**src/rtl/core/ympr_pkg.sv**
```systemverilog
// ----------------------------------------------------------------------------
// ympr_pkg
// Shared types, constants and the CRC-16/XMODEM byte step for the receiver.
// ----------------------------------------------------------------------------
package ympr_pkg;

	localparam int DEF_SHORT_PAYLOAD = 128;
	localparam int DEF_LONG_PAYLOAD  = 1024;

	localparam int LEN_W     = 11;
	localparam int CFG_IDX_W = 1;

	// header characters
	localparam logic [7:0] HDR_SOH = 8'h01;
	localparam logic [7:0] HDR_STX = 8'h02;
	localparam logic [7:0] HDR_EOT = 8'h04;
	localparam logic [7:0] HDR_CA  = 8'h18;

	localparam logic [7:0] ABORT_FIRST_RST  = 8'd65;
	localparam logic [7:0] ABORT_SECOND_RST = 8'd97;

	localparam logic [CFG_IDX_W-1:0] REG_ABORT_FIRST  = 1'd0;
	localparam logic [CFG_IDX_W-1:0] REG_ABORT_SECOND = 1'd1;

	localparam logic [2:0] ST_OK      = 3'd0;
	localparam logic [2:0] ST_EOT     = 3'd1;
	localparam logic [2:0] ST_CANCEL  = 3'd2;
	localparam logic [2:0] ST_ABORT   = 3'd3;
	localparam logic [2:0] ST_BADHDR  = 3'd4;
	localparam logic [2:0] ST_SEQERR  = 3'd5;
	localparam logic [2:0] ST_CRCERR  = 3'd6;
	localparam logic [2:0] ST_TIMEOUT = 3'd7;

	localparam logic [15:0] CRC_POLY = 16'h1021;

	typedef struct packed {
		logic             is_status;
		logic [7:0]       payload_byte;
		logic [2:0]       status_code;
		logic [LEN_W-1:0] packet_length;
		logic [7:0]       seq_number;
		logic             ack_req;
		logic             last;
	} res_t;

	function automatic logic [15:0] crc16_step(input logic [15:0] crc, input logic [7:0] b);
		logic [15:0] c;
		c = crc ^ {b, 8'h00};
		for (int i = 0; i < 8; i++) begin
			if (c[15]) begin
				c = {c[14:0], 1'b0} ^ CRC_POLY;
			end else begin
				c = {c[14:0], 1'b0};
			end
		end
		return c;
	endfunction

endpackage

```
**src/rtl/core/ympr_fsm.sv**
```systemverilog
// ----------------------------------------------------------------------------
// ympr_fsm
// Header decode, packet collection and CRC check; one word per step.
// ----------------------------------------------------------------------------
module ympr_fsm
	import ympr_pkg::*;
#(
	parameter int SHORT_PAYLOAD = DEF_SHORT_PAYLOAD,
	parameter int LONG_PAYLOAD  = DEF_LONG_PAYLOAD
) (
	input  logic       clk,
	input  logic       arst_n,
	input  logic       step,
	input  logic       cmd,
	input  logic [7:0] rx_byte,
	input  logic [7:0] abort_first,
	input  logic [7:0] abort_second,
	output logic       res_valid,
	output res_t       res
);

	localparam logic [LEN_W-1:0] SHORT_LEN = LEN_W'(SHORT_PAYLOAD);
	localparam logic [LEN_W-1:0] LONG_LEN  = LEN_W'(LONG_PAYLOAD);

	typedef enum logic [2:0] {
		PH_IDLE,
		PH_CA2,
		PH_SEQ,
		PH_COMP,
		PH_DATA,
		PH_CRCH,
		PH_CRCL
	} phase_t;

	phase_t           phase_q, phase_d;
	logic             long_q, long_d;
	logic [LEN_W-1:0] count_q, count_d;
	logic [15:0]      crc_q, crc_d;
	logic [7:0]       seq_q, seq_d;
	logic [7:0]       comp_q, comp_d;

	logic [LEN_W-1:0] pkt_len;
	logic [LEN_W-1:0] count_inc;
	logic [15:0]      crc_next;

	assign pkt_len   = long_q ? LONG_LEN : SHORT_LEN;
	assign count_inc = count_q + LEN_W'(1);
	assign crc_next  = crc16_step(crc_q, rx_byte);

	always_comb begin
		phase_d   = phase_q;
		long_d    = long_q;
		count_d   = count_q;
		crc_d     = crc_q;
		seq_d     = seq_q;
		comp_d    = comp_q;
		res_valid = 1'b0;
		res       = '0;
		if (cmd) begin
			res_valid       = 1'b1;
			res.is_status   = 1'b1;
			res.status_code = ST_TIMEOUT;
			res.last        = 1'b1;
			phase_d         = PH_IDLE;
		end else begin
			unique case (phase_q)
				PH_CA2: begin
					res_valid     = 1'b1;
					res.is_status = 1'b1;
					res.last      = 1'b1;
					phase_d       = PH_IDLE;
					if (rx_byte == HDR_CA) begin
						res.status_code = ST_CANCEL;
						res.ack_req     = 1'b1;
					end else begin
						res.status_code = ST_BADHDR;
					end
				end
				PH_SEQ: begin
					seq_d   = rx_byte;
					phase_d = PH_COMP;
				end
				PH_COMP: begin
					comp_d  = rx_byte;
					phase_d = PH_DATA;
				end
				PH_DATA: begin
					crc_d            = crc_next;
					count_d          = count_inc;
					if (count_inc >= pkt_len) begin
						phase_d = PH_CRCH;
					end
					res_valid        = 1'b1;
					res.payload_byte = rx_byte;
				end
				PH_CRCH: begin
					crc_d   = crc_next;
					phase_d = PH_CRCL;
				end
				PH_CRCL: begin
					crc_d          = crc_next;
					res_valid      = 1'b1;
					res.is_status  = 1'b1;
					res.last       = 1'b1;
					res.seq_number = seq_q;
					phase_d        = PH_IDLE;
					if (seq_q != ~comp_q) begin
						res.status_code = ST_SEQERR;
					end else if (crc_next != 16'h0000) begin
						res.status_code = ST_CRCERR;
					end else begin
						res.status_code   = ST_OK;
						res.packet_length = pkt_len;
					end
				end
				default: begin
					phase_d = PH_IDLE;
					if (rx_byte == HDR_SOH || rx_byte == HDR_STX) begin
						long_d  = (rx_byte == HDR_STX);
						count_d = '0;
						crc_d   = '0;
						phase_d = PH_SEQ;
					end else if (rx_byte == HDR_CA) begin
						phase_d = PH_CA2;
					end else begin
						res_valid     = 1'b1;
						res.is_status = 1'b1;
						res.last      = 1'b1;
						if (rx_byte == HDR_EOT) begin
							res.status_code = ST_EOT;
							res.ack_req     = 1'b1;
						end else if (rx_byte == abort_first || rx_byte == abort_second) begin
							res.status_code = ST_ABORT;
						end else begin
							res.status_code = ST_BADHDR;
						end
					end
				end
			endcase
		end
	end

	always_ff @(posedge clk or negedge arst_n) begin
		if (!arst_n) begin
			phase_q <= PH_IDLE;
			long_q  <= 1'b0;
			count_q <= '0;
			crc_q   <= '0;
			seq_q   <= '0;
			comp_q  <= '0;
		end else if (step) begin
			phase_q <= phase_d;
			long_q  <= long_d;
			count_q <= count_d;
			crc_q   <= crc_d;
			seq_q   <= seq_d;
			comp_q  <= comp_d;
		end
	end

endmodule

```
**src/rtl/core/ymodem_packet_receiver_unit.sv**
```systemverilog
// A word accepted on s_axis passes the input register and the result register before it shows on m_axis.
// Throughput: one word per cycle; the input register feeds the decode step and
// the result register, which advance together unless m_axis stalls.
// Words that produce no result (seq, complement, CRC high, SOH/STX, first CA)
// leave m_axis idle. Reset (arst_n low) empties both registers, returns to
// header decode and loads the abort characters with 65 and 97.
// ----------------------------------------------------------------------------
// ymodem_packet_receiver_unit
// YMODEM packet receiver: header decode, payload stream out, CRC-16 check.
// ----------------------------------------------------------------------------
module ymodem_packet_receiver_unit
	import ympr_pkg::*;
#(
	parameter int SHORT_PAYLOAD = DEF_SHORT_PAYLOAD,
	parameter int LONG_PAYLOAD  = DEF_LONG_PAYLOAD
) (
	input  logic                 clk,
	input  logic                 arst_n,
	input  logic                 cfg_valid,
	output logic                 cfg_ready,
	input  logic [CFG_IDX_W-1:0] cfg_index,
	input  logic [7:0]           cfg_data,
	input  logic                 s_axis_tvalid,
	output logic                 s_axis_tready,
	input  logic [7:0]           s_axis_tdata,   // [7:0] rx_byte
	input  logic                 s_axis_tuser,   // [0] cmd
	output logic                 m_axis_tvalid,
	input  logic                 m_axis_tready,
	output logic [31:0]          m_axis_tdata,   // [7:0] payload_byte, [10:8] status_code,
	                                             // [21:11] packet_length, [29:22] seq_number,
	                                             // [30] ack_req, [31] zero
	output logic                 m_axis_tuser,   // [0] is_status
	output logic                 m_axis_tlast    // last
);

	logic       valid_s1;
	logic       cmd_s1;
	logic [7:0] byte_s1;

	logic       out_valid_q;
	res_t       out_q;

	logic [7:0] abort_first_q;
	logic [7:0] abort_second_q;

	logic       adv;
	logic       step;
	logic       res_valid;
	res_t       res;

	assign cfg_ready     = 1'b1;
	assign adv           = !out_valid_q || m_axis_tready;
	assign step          = valid_s1 && adv;
	assign s_axis_tready = !valid_s1 || adv;

	always_ff @(posedge clk or negedge arst_n) begin
		if (!arst_n) begin
			abort_first_q  <= ABORT_FIRST_RST;
			abort_second_q <= ABORT_SECOND_RST;
		end else if (cfg_valid && cfg_ready) begin
			unique case (cfg_index)
				REG_ABORT_FIRST:  abort_first_q  <= cfg_data;
				REG_ABORT_SECOND: abort_second_q <= cfg_data;
				default: ;
			endcase
		end
	end

	always_ff @(posedge clk or negedge arst_n) begin
		if (!arst_n) begin
			valid_s1 <= 1'b0;
		end else if (s_axis_tready) begin
			valid_s1 <= s_axis_tvalid;
		end
	end

	always_ff @(posedge clk) begin
		if (s_axis_tvalid && s_axis_tready) begin
			cmd_s1  <= s_axis_tuser;
			byte_s1 <= s_axis_tdata;
		end
	end

	ympr_fsm #(
		.SHORT_PAYLOAD(SHORT_PAYLOAD),
		.LONG_PAYLOAD (LONG_PAYLOAD)
	) u_fsm (
		.clk         (clk),
		.arst_n      (arst_n),
		.step        (step),
		.cmd         (cmd_s1),
		.rx_byte     (byte_s1),
		.abort_first (abort_first_q),
		.abort_second(abort_second_q),
		.res_valid   (res_valid),
		.res         (res)
	);

	always_ff @(posedge clk or negedge arst_n) begin
		if (!arst_n) begin
			out_valid_q <= 1'b0;
		end else if (adv) begin
			out_valid_q <= step && res_valid;
		end
	end

	always_ff @(posedge clk) begin
		if (adv && step && res_valid) begin
			out_q <= res;
		end
	end

	assign m_axis_tvalid = out_valid_q;
	assign m_axis_tdata  = {1'b0, out_q.ack_req, out_q.seq_number, out_q.packet_length,
	                        out_q.status_code, out_q.payload_byte};
	assign m_axis_tuser  = out_q.is_status;
	assign m_axis_tlast  = out_q.last;

endmodule

```
**config.mk**
```make
export PLATFORM = sky130hd
export DESIGN_NAME = ymodem_packet_receiver_unit
export DESIGN_NICKNAME = d
export VERILOG_FILES = /design/src/rtl/core/ympr_pkg.sv /design/src/rtl/core/ympr_fsm.sv /design/src/rtl/core/ymodem_packet_receiver_unit.sv
export SDC_FILE = /design/constraint.sdc
export NUM_CORES = 1
export LEC_CHECK = 0
export BUFFER_PORTS_ARGS = -buffer_cell sky130_fd_sc_hd__buf_2
export CAP_MARGIN = 20
export CORE_AREA = 10 10 130 102
export DETAILED_ROUTE_END_ITERATION = 10
export DIE_AREA = 0 0 140 112
export PLACE_DENSITY_LB_ADDON = 0.1
export SLEW_MARGIN = 10
export SYNTH_ARGS = -nofsm -noshare
export SYNTH_HDL_FRONTEND = slang
export SYNTH_SLANG_ARGS = --single-unit
```
**constraint.sdc**
```tcl
create_clock -name clk -period 4.85 [get_ports clk]
set_input_delay 0.485 -clock clk [delete_from_list [all_inputs] [get_ports clk]]
set_output_delay 0.485 -clock clk [all_outputs]
set_load 0.02 [all_outputs]
```
Word-level counts from Yosys, hierarchy flattened
Index checks and enable logic that the tools add are counted.
- register bits after elaboration: 107
- bits of input ports: 23
- logic and storage cells: 123
- $add $sub $neg: 1
- $lt $le $gt $ge: 1
- eq/ne operators: 14
- multiplexer cells: 37
- bitwise logic cells: 17
- reductions and logical operators: 34
- operators with widths (cell ; count):
    13-bit 2-to-1 mux ; 8
    16-bit case mux with 2 select lines ; 1
    3-bit 2-to-1 mux ; 10
    3-bit inverter ; 8
    11-bit 2-to-1 mux ; 2
    11-bit case mux with 2 select lines ; 1
    8-bit equality test ; 2
    16-bit 2-to-1 mux ; 1
    16-bit nonzero test ; 1
    16-bit bitwise XOR ; 1
    3-bit case mux with 5 select lines ; 1
    4-bit AND reduction ; 3
    3-bit OR reduction ; 4
    11-bit by 1-bit adder with 11-bit output, second input constant ; 1
    11-bit >= comparator ; 1
    5-bit OR reduction ; 2
    3-bit equality test, second input constant ; 3
    3-bit case mux with 3 select lines ; 1
    8-bit by 1-bit equality test with 1-bit output, second input constant ; 1
    8-bit by 2-bit equality test with 1-bit output, second input constant ; 1
    8-bit by 3-bit equality test with 1-bit output, second input constant ; 1
    8-bit by 5-bit equality test with 1-bit output, second input constant ; 1
    8-bit != test ; 1
    8-bit inverter ; 1
    other kinds (16) ; 47

Logic depth before layout (Yosys ltp)
- depth in word-level cells: 21
- mapped depth: 13

By module
From an unflattened synthesis, not the netlist that was laid out.
- cells, all modules: 440
- area, all modules: 5415.2 um^2
- by module, submodules not included (module ; instances ; cells each ; area each (um^2) ; seq. area each (um^2)):
    ympr_fsm ; 1 ; 349 ; 3387.0 ; 1176.1
    ymodem_packet_receiver_unit ; 1 ; 91 ; 2028.2 ; 1717.9

Least setup slack after synthesis
No wires, ideal clock.
- kind: register to register
- start point: register u_fsm.phase_q[1]
- end point: register out_q, in the netlist m_axis_tdata[0], enable pin
- library setup time: 405 ps
- arrival: 2555 ps
- path slack: 1890 ps
- stages on the path, launching flop included: 7
- path buffers: 0
- period minus slack after synthesis: 2960 ps
- path through: dfrtp_1 or2_2 mux2_2 a21oi_1 nor3_1 o21ai_0 nor2b_1
- cells in the longest elaborated chain, start to end: 5
- RTL lines (what ; line ; text):
    from (decl) ; ympr_fsm.sv:35 ; phase_t phase_q, phase_d;
    from (signal assigned) ; ympr_fsm.sv:152 ; phase_q <= phase_d;
    3-bit by 1-bit equality test with 1-bit output (tied with other cells) ; ympr_fsm.sv:66 ; unique case (phase_q)
    3-bit OR reduction (no line) ; n/a ;
    1-bit case mux with 2 select lines (*) ; ympr_fsm.sv:66 ;
    1-bit 2-to-1 mux (*) ; ympr_fsm.sv:59 ; if (cmd) begin
    1-bit logical AND (*) ; ymodem_packet_receiver_unit.sv:108 ; if (adv && step && res_valid) begin
    to (signal assigned) ; ymodem_packet_receiver_unit.sv:109 ; out_q <= res;
    to (decl) ; ymodem_packet_receiver_unit.sv:41 ; res_t out_q;
Mark *: on every way between the ends. The rest lies on a longest branch, timed or not.
A chain may end at the register's enable or synchronous reset.

Final worst setup path
- start point: register u_fsm.count_q[0]
- end point: register u_fsm.phase_q[1]
- cells in the longest elaborated chain, start to end: 4
- RTL lines (what ; line ; text):
    from (decl) ; ympr_fsm.sv:37 ; logic [LEN_W-1:0] count_q, count_d;
    from (signal assigned) ; ympr_fsm.sv:154 ; count_q <= count_d;
    11-bit by 1-bit adder with 11-bit output ; ympr_fsm.sv:47 ; assign count_inc = count_q + LEN_W'(1);
    11-bit >= comparator ; ympr_fsm.sv:90 ; if (count_inc >= pkt_len) begin
    3-bit by 2-bit != test with 1-bit output (no line) ; n/a ;
    2-bit AND reduction (no line) ; n/a ;
No other way between the ends.

==> results.txt <==
Max rail drop VDD = 304 uV
Core area = 10700 um2
Worst-path clk slew = 0.06 ns
Top cells by area, synth = dfrtp_1 (31%), edfxtp_1 (20%), mux2_2 (7.7%)
# port buffers = 48
First-pass GRT wire length = 17.7 mm
Final Cycle Share = 0.647
Max_cap viols = 0
Crit path arrival time = 3.36 ns
Antenna-violating nets left = 0
RSZ-0062 raised after global routing = no
Clk sink count = 97
Post-DP HPWL = 7.73 mm
Critical path launch point type = register
Multiplexer share of the synthesized area = 0.0818
Synth Cell Area = 4850 um2
Final net count = 491
Vias/cell = 5.30
Via Count = 3235
Share of cells above drive strength 1 = 0.243
Setup violators final = 0
DR iter-0 viols = 223
Drt first pass iters = 4
Power Density = 414 nW/um2
Seq/Total Area, Yosys = 0.535
Synth Area in Compound Gates = 0.0856
Post-synthesis async set-or-reset flop share = 0.670
Number of hold buffers added after cts = 0
H-tree levels = 3
Post-CTS setup buffer count = 0
Largest net degree at the start of global routing = 48
Die H = 112 um
Hold Fails Final Rpt = 0
Most common library cells after synthesis = dfrtp_1 (60), xnor2_1 (40), nand2_1 (35)
Post-synth top area share = 0.310
Final TNS setup = 0 ns
Synth Area in Simple Gates = 0.151
WL final = 10.6 mm
CTS tree = built
CTS resizes = 0
Post-synth EDFFs = 32
Xor/xnor share of the synthesized area = 0.0954
Mean Syn Cell Area = 11.3 um2
Layout Area Growth over Synthesis = 11.5%
Overall Power = 2.24 mW
Die area = 15700 um2
Max_slew headroom = 0.413
Placer Congestion = 0.832
Static Leak = 2.22 nW
Antenna violations before repair = 0
Largest family of logic cells by synthesized area = simple AND/OR/NAND/NOR gates
All-Layer GR Usage = 0.138
Ys flop type = dfrtp_1
Root buf cell = clkbuf_16
Yosys warns = 0
Overflow after GRT = 0
Synthesized flop and latch total = 97
Io pins = 60
Die width = 140 um
Synth cell types = 52
Worst Tran Pin Value = 0.880 ns
Max Fclk = 319 MHz
Antenna diode count = 0
# DRC = 0
Req. time, crit path = 5.07 ns
Top-count cell post-synth = dfrtp_1
Worst Path Class, Setup = reg2reg
Max clock buf depth = 2
# rows = 33
Endpoint class of the critical path = register
Cells after synthesis = 429
Worst-Skew Late Latency = 0.34 ns
Post-Synth Adder-Cell Area = 0.00774
Status = finished clean
Min-delay worst type = in2async
Minimum clock period = 3.14 ns
CTS Buf Count = 9
Top cell type by total area after synthesis = dfrtp_1
Initial core utilization = 0.452
Vias in the first global route = 3385
Crit path max fanout = 6
Worst Clk Skew = 0.00668 ns
Final Max Tran Viols = 0
Per-cell routed wire length = 17.4 um
==> per-layer routing <==
layer  vias to the layer above  share of wire  GRT usage
li1                       1565              -          -
met1                      1573           0.49      0.191
met2                        83           0.43      0.200
met3                        14          0.063     0.0450
met4                         0          0.017     0.0433
met5                         -              0          0
==> kinds of logic (layout without fill, tap and decap cells) <==
family,Yosys count,in the layout
AOI/OAI and AO/OA,63,63
xor gates and xnor gates,52,52
adders and majority gates,3,3
buffers and inverters,40,72
DFF,97,97
muxes,35,35
other,2,11
and+or+nand+nor,137,137
==> cell type report <==
class | count | area (um2)
well taps | 140 | 175
clock buffers | 11 | 233
flip-flops and latches | 97 | 2590
fillers | 983 | 5330
repair buffers | 50 | 263
inverters | 6 | 22.5
multi-input cells | 301 | 2090
clock inverters | 5 | 32.5
==> through the flow <==
| stage | cells | instance area, um2 | setup WS, ns | util | hold WS [ns] |
|---|---|---|---|---|---|
| 2_1_floorplan | 438 | 4880 | 1.89 | - | 0.189 |
| 3_3_place_gp | 593 | 5130 | 1.63 | 0.478 | 0.474 |
| 3_5_place_dp | 594 | 5140 | 1.68 | 0.479 | 0.480 |
| 4_1_cts | 610 | 5410 | 1.68 | 0.504 | 0.113 |
| 5_1_grt | 610 | 5410 | 1.43 | 0.504 | 0.131 |
| 6_report | 610 | 5410 | 1.71 | 0.504 | 0.102 |
==> placed cells by master, fill, tap and decap left out, types with 2 or more instances in the layout <==
cell / n
nand4_1: 10
nor2b_1: 2
nor3b_1: 3
nor3_1: 5
o31ai_1: 16
xnor2_1: 40
inv_1: 6
dfrtp_1: 60
a21o_1: 4
a21oi_1: 13
nand2b_1: 3
mux2_2: 33
nand2_1: 35
buf_2: 48
conb_1: 11
a22o_1: 2
nand3_1: 12
and2_1: 17
or3_1: 5
a31oi_1: 3
edfxtp_1: 32
dfstp_2: 5
o21ai_0: 13
clkbuf_1: 2
ha_1: 3
xor2_1: 11
clkinvlp_4: 2
nand3b_1: 3
nor2_1: 22
a2111oi_0: 2
a221oi_1: 2
o22ai_1: 2
nor4_1: 6
or2_2: 5
clkbuf_16: 9
==> critical path, cell delays in order (launching register included) <==
cell       delay [ns]
dfrtp_1          0.40
ha_1             0.27
nand4_1          0.19
nor2_1           0.16
nand3_1          0.10
xnor2_1          0.21
ha_1             0.20
and3b_1          0.18
o2111ai_1        0.10
a221oi_1         0.08
or3_1            0.47
mux2_4           0.33
or3_1            0.34
==> path summary, 6_finish.rpt <==
| path | startpoint | endpoint | slack (ns) | depth (start not counted) |
|---|---|---|---|---|
| setup / recovery | u_fsm.count_q[0] | u_fsm.phase_q[1] | 1.71 | 12 |
| hold reg to reg | valid_s1 | m_axis_tvalid | 0.51 | 1 |
| max in group asynchronous | arst_n | u_fsm.crc_q[7] | 3.74 | 2 |
| min in group clk | s_axis_tdata[2] | byte_s1[2] | 0.31 | 1 |
| hold / removal | arst_n | u_fsm.seq_q[3] | 0.10 | 1 |
| setup reg to reg | u_fsm.count_q[0] | u_fsm.phase_q[1] | 1.71 | 12 |
==> flip-flops by register name, indices dropped and copies added (netlist names) <==
register and cells:
m_axis_tdata 22, m_axis_tvalid 1, u_fsm.phase_q 3, u_fsm.comp_q 8, u_fsm.count_q 11, abort_second_q 8
valid_s1 1, cmd_s1 1, u_fsm.seq_q 8, m_axis_tuser 1, byte_s1 8, u_fsm.long_q 1
u_fsm.crc_q 16, abort_first_q 8
==> report_power, final <==
part           switching (mW)  internal [mW]  leakage (nW)  total (mW)
registers               0.117          0.993          1.15        1.11
logic                   0.264          0.220         0.944       0.483
clock network           0.297          0.346         0.123       0.643
Power figures use the tool's default switching activity.
